## config.mk

```make
export PLATFORM = sky130hd
export DESIGN_NAME = xor_checked_frame_receiver_unit
export DESIGN_NICKNAME = d
export VERILOG_FILES = /design/src/hw/rtl/xcfr_pkg.sv /design/src/hw/rtl/xcfr_parse.sv /design/src/hw/rtl/xor_checked_frame_receiver_unit.sv
export SDC_FILE = /design/constraint.sdc
export NUM_CORES = 1
export LEC_CHECK = 0
export CAP_MARGIN = 20
export CELL_PAD_IN_SITES_DETAIL_PLACEMENT = 2
export CELL_PAD_IN_SITES_GLOBAL_PLACEMENT = 2
export CORE_MARGIN = 1.5
export CORE_UTILIZATION = 42
export CTS_BUF_LIST = sky130_fd_sc_hd__clkbuf_16
export CTS_CLUSTER_DIAMETER = 50
export DETAILED_ROUTE_END_ITERATION = 12
export DONT_BUFFER_PORTS = 1
export GPL_TIMING_DRIVEN = 0
export PLACE_DENSITY_LB_ADDON = 0.3
export SKIP_CTS_REPAIR_TIMING = 1
export SLEW_MARGIN = 20
export SYNTH_ARGS = -nofsm -noshare
export SYNTH_HDL_FRONTEND = slang
export SYNTH_SLANG_ARGS = --single-unit
export TNS_END_PERCENT = 50
```

## constraint.sdc

```tcl
create_clock -name clk -period 4.45 [get_ports clk]
set_input_delay 0.445 -clock clk [delete_from_list [all_inputs] [get_ports clk]]
set_output_delay 0.445 -clock clk [all_outputs]
set_load 0.03 [all_outputs]
```

## src/hw/rtl/xcfr_pkg.sv

```systemverilog
`timescale 1ns / 1ps

package xcfr_pkg;

  localparam int unsigned MAX_PAYLOAD = 2;

  localparam logic [2:0] PH_IDLE = 3'd0;
  localparam logic [2:0] PH_CMD  = 3'd1;
  localparam logic [2:0] PH_LEN  = 3'd2;
  localparam logic [2:0] PH_BODY = 3'd3;
  localparam logic [2:0] PH_END  = 3'd4;

  localparam logic EV_ACK   = 1'b0;
  localparam logic EV_FRAME = 1'b1;

  localparam logic CFG_START = 1'b0;
  localparam logic CFG_END   = 1'b1;

  localparam logic [7:0] START_MARKER_RST = 8'h7F;
  localparam logic [7:0] END_MARKER_RST   = 8'h7E;

  typedef struct packed {
    logic       event_kind;
    logic [7:0] frame_cmd;
    logic [1:0] payload_len;
    logic [7:0] payload_first;
    logic [7:0] payload_second;
  } res_t;

endpackage

```

## src/hw/rtl/xcfr_parse.sv

```systemverilog
`timescale 1ns / 1ps

module xcfr_parse import xcfr_pkg::*; (
  input  logic       clk,
  input  logic       rst_n,
  input  logic       take,
  input  logic [7:0] rx_byte,
  input  logic [7:0] start_marker,
  input  logic [7:0] end_marker,
  output logic       res_valid,
  output res_t       res
);

  logic [2:0] phase_r, phase_nxt;
  logic [7:0] cmd_r, cmd_nxt;
  logic [1:0] len_r, len_nxt;
  logic [2:0] count_r, count_nxt;
  logic [7:0] xor_r, xor_nxt;
  logic [7:0] check_r;
  logic [7:0] store_r [MAX_PAYLOAD];

  logic       store_we;
  logic       check_we;
  logic [2:0] body_end;

  assign body_end = {1'b0, len_r} + 3'd2;

  always_comb begin
    phase_nxt = phase_r;
    cmd_nxt   = cmd_r;
    len_nxt   = len_r;
    count_nxt = count_r;
    xor_nxt   = xor_r;
    store_we  = 1'b0;
    check_we  = 1'b0;
    res_valid = 1'b0;
    res       = '0;
    if (rx_byte == start_marker) begin
      phase_nxt      = PH_CMD;
      res_valid      = 1'b1;
      res.event_kind = EV_ACK;
    end else begin
      unique case (phase_r)
        PH_IDLE: begin
        end
        PH_CMD: begin
          cmd_nxt   = rx_byte;
          xor_nxt   = rx_byte;
          phase_nxt = PH_LEN;
        end
        PH_LEN: begin
          if (rx_byte > 8'(MAX_PAYLOAD)) begin
            phase_nxt = PH_IDLE;
          end else begin
            len_nxt   = rx_byte[1:0];
            xor_nxt   = xor_r ^ rx_byte;
            count_nxt = 3'd0;
            phase_nxt = PH_BODY;
          end
        end
        PH_BODY: begin
          if (count_r < {1'b0, len_r}) begin
            store_we = 1'b1;
            xor_nxt  = xor_r ^ rx_byte;
          end else if (count_r == {1'b0, len_r}) begin
            check_we = 1'b1;
          end
          count_nxt = count_r + 3'd1;
          if (count_nxt >= body_end) begin
            phase_nxt = PH_END;
          end
        end
        PH_END: begin
          phase_nxt = PH_IDLE;
          if (rx_byte == end_marker && xor_r == check_r) begin
            res_valid          = 1'b1;
            res.event_kind     = EV_FRAME;
            res.frame_cmd      = cmd_r;
            res.payload_len    = len_r;
            res.payload_first  = (len_r >= 2'd1) ? store_r[0] : 8'd0;
            res.payload_second = (len_r >= 2'd2) ? store_r[1] : 8'd0;
          end
        end
        default: begin
          phase_nxt = PH_IDLE;
        end
      endcase
    end
  end

  always_ff @(posedge clk) begin
    if (!rst_n) begin
      phase_r <= PH_IDLE;
      cmd_r   <= '0;
      len_r   <= '0;
      count_r <= '0;
      xor_r   <= '0;
    end else if (take) begin
      phase_r <= phase_nxt;
      cmd_r   <= cmd_nxt;
      len_r   <= len_nxt;
      count_r <= count_nxt;
      xor_r   <= xor_nxt;
    end
  end

  always_ff @(posedge clk) begin
    if (take && store_we) begin
      store_r[count_r[0:0]] <= rx_byte;
    end
    if (take && check_we) begin
      check_r <= rx_byte;
    end
  end

endmodule

```

## src/hw/rtl/xor_checked_frame_receiver_unit.sv

```systemverilog
`timescale 1ns / 1ps
// Frame receiver with XOR check, one byte word per cycle.
// A result is registered into out_*, or the skid stage when out is stalled.
// Throughput: one word per cycle; an output register plus skid stage keeps
// input flowing while a result waits; in_stall rises only when both are full.
// Reset (rst_n, synchronous, active low): parser idle, markers 0x7F / 0x7E.

module xor_checked_frame_receiver_unit import xcfr_pkg::*; (
  input  logic       clk,
  input  logic       rst_n,
  input  logic       in_valid,
  output logic       in_stall,
  input  logic [7:0] in_rx_byte,
  output logic       out_valid,
  input  logic       out_stall,
  output logic       out_event_kind,
  output logic [7:0] out_frame_cmd,
  output logic [1:0] out_payload_len,
  output logic [7:0] out_payload_first,
  output logic [7:0] out_payload_second,
  input  logic       cfg_we,
  input  logic       cfg_addr,
  input  logic [7:0] cfg_wdata
);

  logic [7:0] start_marker_r;
  logic [7:0] end_marker_r;

  logic       take;
  logic       res_valid;
  res_t       res;

  logic       out_valid_r;
  res_t       out_r;
  logic       skid_valid_r;
  res_t       skid_r;
  logic       out_free;

  always_ff @(posedge clk) begin
    if (!rst_n) begin
      start_marker_r <= START_MARKER_RST;
      end_marker_r   <= END_MARKER_RST;
    end else if (cfg_we) begin
      unique case (cfg_addr)
        CFG_START: start_marker_r <= cfg_wdata;
        CFG_END:   end_marker_r   <= cfg_wdata;
        default: begin
        end
      endcase
    end
  end

  assign in_stall = skid_valid_r;
  assign take     = in_valid && !skid_valid_r;

  xcfr_parse u_parse (
    .clk          (clk),
    .rst_n        (rst_n),
    .take         (take),
    .rx_byte      (in_rx_byte),
    .start_marker (start_marker_r),
    .end_marker   (end_marker_r),
    .res_valid    (res_valid),
    .res          (res)
  );

  // output slot can be loaded when empty or being drained this cycle
  assign out_free = !out_valid_r || !out_stall;

  always_ff @(posedge clk) begin
    if (!rst_n) begin
      out_valid_r  <= 1'b0;
      skid_valid_r <= 1'b0;
    end else if (out_free) begin
      if (skid_valid_r) begin
        out_valid_r  <= 1'b1;
        skid_valid_r <= 1'b0;
      end else begin
        out_valid_r <= take && res_valid;
      end
    end else if (take && res_valid) begin
      skid_valid_r <= 1'b1;
    end
  end

  always_ff @(posedge clk) begin
    if (out_free) begin
      if (skid_valid_r) begin
        out_r <= skid_r;
      end else if (take && res_valid) begin
        out_r <= res;
      end
    end else if (take && res_valid) begin
      skid_r <= res;
    end
  end

  assign out_valid          = out_valid_r;
  assign out_event_kind     = out_r.event_kind;
  assign out_frame_cmd      = out_r.frame_cmd;
  assign out_payload_len    = out_r.payload_len;
  assign out_payload_first  = out_r.payload_first;
  assign out_payload_second = out_r.payload_second;

endmodule
```

# After elaboration in Yosys (flattened, before gate mapping)
# Memory sizes are Yosys's and may differ from the RTL's.
# Index checks and enable logic that the tools add are counted.
# totals
reg_bits	104
mem_count	1
output_inout_bits	29
mem_bits_rw	16
inputBits	22
# op_classes
eq_ne	12
n_mux	30
addsub	2
order_cmp	5
n_reduce_logical	23
n_bitwise	6
# memory_table
memory	words	word_bits	rd	rd_ports_with_merged_regs	wr	line_no	source
u_parse.store_r	2	8	2	0	1	xcfr_parse.sv:20	logic [7:0] store_r [MAX_PAYLOAD];
# ops
operator	count
27-bit two-way mux	4
8-bit two-way mux	4
26-bit two-way mux	1
8-bit == test	3
8-bit case mux with 3 select lines	1
1-bit two-way mux	14
3-bit case mux with 4 select lines	1
3-bit two-way mux	3
8-bit by 2-bit > comparator with 1-bit output, second input constant	1
2-bit AND reduction	4
4-bit AND reduction	2
8-bit XOR	1
3-bit by 2-bit == test with 1-bit output, second input constant	2
3-bit case mux with 2 select lines	1
3-bit AND reduction	2
1-bit logical AND	5
1-bit inverter	5
5-bit AND reduction	1
2-bit by 1-bit != test with 1-bit output, second input constant	2
2-bit nonzero test	2
2-bit by 2-bit adder with 3-bit output, second input constant	1
3-bit by 1-bit adder with 3-bit output, second input constant	1
3-bit by 1-bit == test with 1-bit output, second input constant	1
3-bit by 2-bit == test with 1-bit output	1
13 further kinds	15

# Depth between registers and ports, before layout
# depth
word_depth	8
ltp_mapped	8
mapped_depth_nobuf	8

# Hierarchy
# Synthesis repeated with hierarchy kept, for this count alone.
# hier_totals
cells_unflattened	404
hier_area_um2	5267.6
# modules_own_cells
mod	area_each_um2	cells_per_inst	instances
xor_checked_frame_receiver_unit	2728.9	166	1
xcfr_parse	2538.7	238	1

# Worst setup path before layout
# OpenSTA, ideal clock, no wires.
# synth_path
path_type	in2reg
from	input in_rx_byte[3]
to	register skid_r[0] (netlist bit) (enable)
arrival_time_ns	3.454
stages	5
path_buffers	0
setup_ns	0.445
path_slack_ns	0.551
path_cell_list	xnor2_1 nand4_1 or4_1 o21ba_2 nor3_1
# synth_via
elab_chain_len	7
elab_cells_between_ends	8
classes_between	2 x eq/ne; 3 x mux; 3 x reduce/logical
# synth_lines
item	line_no	source
start, declared	xor_checked_frame_receiver_unit.sv:13	input logic [7:0] in_rx_byte,
8-bit == test	xcfr_parse.sv:75	if (rx_byte == end_marker && xor_r == check_r) begin
1-bit logical AND	xcfr_parse.sv:75	
1-bit two-way mux	xcfr_parse.sv:75	
1-bit two-way mux	xcfr_parse.sv:43	unique case (phase_r)
1-bit two-way mux *	xcfr_parse.sv:38	if (rx_byte == start_marker) begin
1-bit logical AND *	xor_checked_frame_receiver_unit.sv:93	end else if (take && res_valid) begin
2-bit AND reduction (no source line) *	n/a	
end signal, assigned	xor_checked_frame_receiver_unit.sv:94	skid_r <= res;
end, declared	xor_checked_frame_receiver_unit.sv:36	res_t skid_r;
# Mark *: on every way between the ends. The rest lies on a longest branch, timed or not.
# A chain may end at the register's enable or synchronous reset.

# Final worst setup path
# layout_path
from	register skid_valid_r, in the netlist in_stall
to	memory u_parse.store_r[0][7] (enable)
# layout_via
elab_chain_len	5
# layout_lines
item	line_no	source
start, declared	xor_checked_frame_receiver_unit.sv:35	logic skid_valid_r;
start signal, assigned	xor_checked_frame_receiver_unit.sv:73	skid_valid_r <= 1'b0;
start signal, assigned	xor_checked_frame_receiver_unit.sv:77	skid_valid_r <= 1'b0;
start signal, assigned	xor_checked_frame_receiver_unit.sv:82	skid_valid_r <= 1'b1;
1-bit logical NOT	xor_checked_frame_receiver_unit.sv:54	assign take = in_valid && !skid_valid_r;
1-bit logical AND	xor_checked_frame_receiver_unit.sv:54	
1-bit logical AND	xcfr_parse.sv:108	if (take && store_we) begin
1-bit two-way mux	xcfr_parse.sv:108	
1-bit two-way mux (not written as such)	xcfr_parse.sv:109	store_r[count_r[0:0]] <= rx_byte;
end, declared	xcfr_parse.sv:20	
# No other way between the ends.

==> reports/qor.txt <==
Fin. max-slew vios -> 0
Synth Register Bits -> 120
Mapped cell area -> 5240 um^2
Most frequent cells in the layout -> edfxtp_1, nand2_1, dfxtp_1, and2_1
Inserted Clock Buffers -> 17
Max incr delay on CP -> 0.68 ns
Clock-pin slew on the worst setup and hold paths -> 0.06 ns
Sum Neg Setup Slack -> 0 ns
Post-route ant nets -> 0
Worst-margin pin slew -> 0.935 ns
Standard-cell row count -> 40
Tightest Hold Check Type -> in2reg
Number of global-route vias before repair -> 4223
Bufs on Longest Clock Path -> 2
PD cells -> 427 nW/um^2
Total track usage -> 0.263
Max cap viols -> 0
Synth warnings -> 0
Peak supply drop -> 0.000207 V
Largest family of logic cells by synthesized area -> simple AND/OR/NAND/NOR gates
Cell Chain, Critical Path -> nand2b_1, nor2_1, a21boi_0, nand3_1, nor4_2, buf_2
Maximum clock frequency -> 0.320 GHz
Die width -> 115 um
Crit-path slowest cell -> a21boi_0
Area delta synth->final -> 16.7%
RSZ-0062 raised after global routing -> false
Max FO, Critical Path -> 6
Worst skew pair latency -> 0.42 ns
Rel. slew slack -> 0.371
Starting Density -> 0.434
Worst r2r src -> in_stall$_SDFFE_PP0P_
Die height -> 115 um
Fin crit share -> 0.702
Worst Skew -> 0.00729 ns
CP arrival -> 3.24 ns
# diodes -> 0
CP Launch Point -> in_stall$_SDFFE_PP0P_
TritonCTS Sinks -> 120
Post-synthesis mux area share -> 0.0174
Met3 usage -> 0.0672
Htree depth -> 4
Leak -> 2.04 nW
Buf/Inv on CP -> 1
Sequential share of the synthesized area -> 0.608
Total congestion overflow -> 0
WL final -> 15700 um
Critical Path End -> u_parse.store_r[0][7]$_DFFE_PP_
Port bufs -> 0
Most used routing layer in global routing -> met2
Synth Area in Simple Gates -> 0.171
WP depth -> 6
Setup CP Type -> reg2reg
Total Power -> 0.00261 W
Met2 Use GR -> 0.474
Routing usage on met1 -> 0.303
Commonest non-fill, non-tap cell in the layout -> edfxtp_1
Global-route wire length before repair -> 24700 um
Final setup violation count -> 0
Nets -> 513
TritonCTS clock tree -> yes
Core area -> 12100 um^2
Syn Nets -> 489
EDFF count, synth -> 78
R2r setup slk -> 1.33 ns
Largest net degree at the start of global routing -> 21
Post-route DRC -> 0
Filler instances -> 1184
Clock root cell -> clkbuf_16
WL per Instance -> 23.6 um
I/O pin total -> 51
Design area -> 6110 um^2
Startpoint Class -> register
Share of cells above drive strength 1 -> 0.108
1st-iter DRT viols -> 175
Post-synthesis average cell area -> 11.4 um^2
Path depth of the worst reg2reg path -> 6
Utilization after layout -> 0.507
Initial antenna violation count -> 0
Register area -> 3180 um^2
Area of the multi-input gates -> 1940 um^2
Outcome -> completed
Area of the die -> 13100 um^2
Synth Instances -> 461
Compound-gate portion of the synthesized area -> 0.118
Worst path required time -> 4.57 ns
Ys async rst share -> 0
Routed vias -> 3784
Minimum clock period after layout -> 3.12 ns
Placed Instance Area -> 5530 um^2
Endpoints failing hold -> 0
Kind of end point of the critical path -> register
Worst r2r dst -> u_parse.store_r[0][7]$_DFFE_PP_
Count of distinct cell types in the synthesized netlist -> 51
Detailed Place HPWL -> 10800 um
RD Place Congestion -> 0.781
Routed vias/inst -> 5.68
Crit path max-delay family -> simple AND/OR/NAND/NOR gates
Synth Area in Adders -> 0.0143
XOR/XNOR Fraction of Synth Area -> 0.0418
Initial DRT Pass Iterations -> 4
Main synth FF type -> edfxtp_1
[cell families (layout without fill, tap and decap cells)]
family | Yosys count | in the layout
xor+xnor | 25 | 25
flops | 120 | 120
mux | 9 | 9
compound gates | 85 | 85
simple gates | 177 | 177
fa+ha+maj | 6 | 6
buf+inv | 39 | 76
[synth_stat cells (all sizes together) (2+ instances only)]
cell type  instances  share of area
a2111o             8          0.017
a211oi             2         0.0029
a21oi             16          0.015
a31o               8          0.013
and2              35          0.042
and4               2         0.0033
buf                2         0.0031
clkbuf            21          0.015
dfxtp             42           0.16
edfxtp            78           0.45
ha                 6          0.014
inv               15          0.011
mux2i              8          0.015
nand2             75          0.054
nand2b             2         0.0024
nand3             18          0.017
nand4             10          0.012
nor2              15          0.011
nor2b              3         0.0036
nor3               4         0.0038
nor4               4         0.0088
o211ai             2         0.0029
o21ai             25          0.024
o22ai              2         0.0024
o311a              2         0.0038
o311ai             8          0.013
o31ai              2         0.0029
or3                3         0.0036
or4                3         0.0050
xnor2             24          0.040
[worst min-delay path by stage]
stage                                  from                         endpoint  cells past startpoint
5_1_grt                       in_rx_byte[2]  u_parse.store_r[1][2]$_DFFE_PP_                      0
3_3_place_gp   end_marker_r[0]$_SDFFE_PN0P_     end_marker_r[0]$_SDFFE_PN0P_                      2
6_report                      in_rx_byte[3]     u_parse.check_r[3]$_DFFE_PP_                      0
2_1_floorplan  end_marker_r[0]$_SDFFE_PN0P_     end_marker_r[0]$_SDFFE_PN0P_                      2
3_5_place_dp   end_marker_r[7]$_SDFFE_PN0P_     end_marker_r[7]$_SDFFE_PN0P_                      2
4_1_cts                       in_rx_byte[2]  u_parse.store_r[1][2]$_DFFE_PP_                      0
[power by group]
group / switching [W] / internal [W] / total [W]
clock: 0.000479 / 0.000859 / 0.00134
combinational: 0.0000470 / 0.0000249 / 0.0000718
sequential: 0.00000855 / 0.00119 / 0.00120
total: 0.000534 / 0.00207 / 0.00261
[sequential cells by signal, indices dropped and copies added (netlist names)]
register            cells
end_marker_r            8
in_stall                1
out_event_kind          1
out_frame_cmd           8
out_payload_first       8
out_payload_len         2
out_payload_second      8
out_valid               1
skid_r                 27
start_marker_r          8
u_parse.check_r         8
u_parse.cmd_r           8
u_parse.count_r         3
u_parse.len_r           2
u_parse.phase_r         3
u_parse.store_r        16
u_parse.xor_r           8
[routing by layer]
metal | wire length, um | up-vias
met3 | 762 | 20
li1 | - | 1725
met1 | 6320 | 1933
met2 | 8340 | 106
met4 | 297 | 0
met5 | 0 | -
[metrics by stage]
stage	instances	hold slack [ns]	setup WS, ns
detailed placement	634	0.465	1.14
CTS	666	0.106	1.15
floorplan	461	0.449	0.551
global route	666	0.103	1.12
finish	666	0.122	1.33
global placement	629	0.458	-0.578
[layout make-up]
class | count | share of cell area
repair buffers | 5 | 0.00860
inverters | 16 | 0.00983
well taps | 168 | 0.0344
clock inverters | 15 | 0.0236
multi-input cells | 302 | 0.317
plain buffers | 23 | 0.0156
clock buffers | 17 | 0.0696
flip-flops and latches | 120 | 0.521
Power figures use the tool's default switching activity.
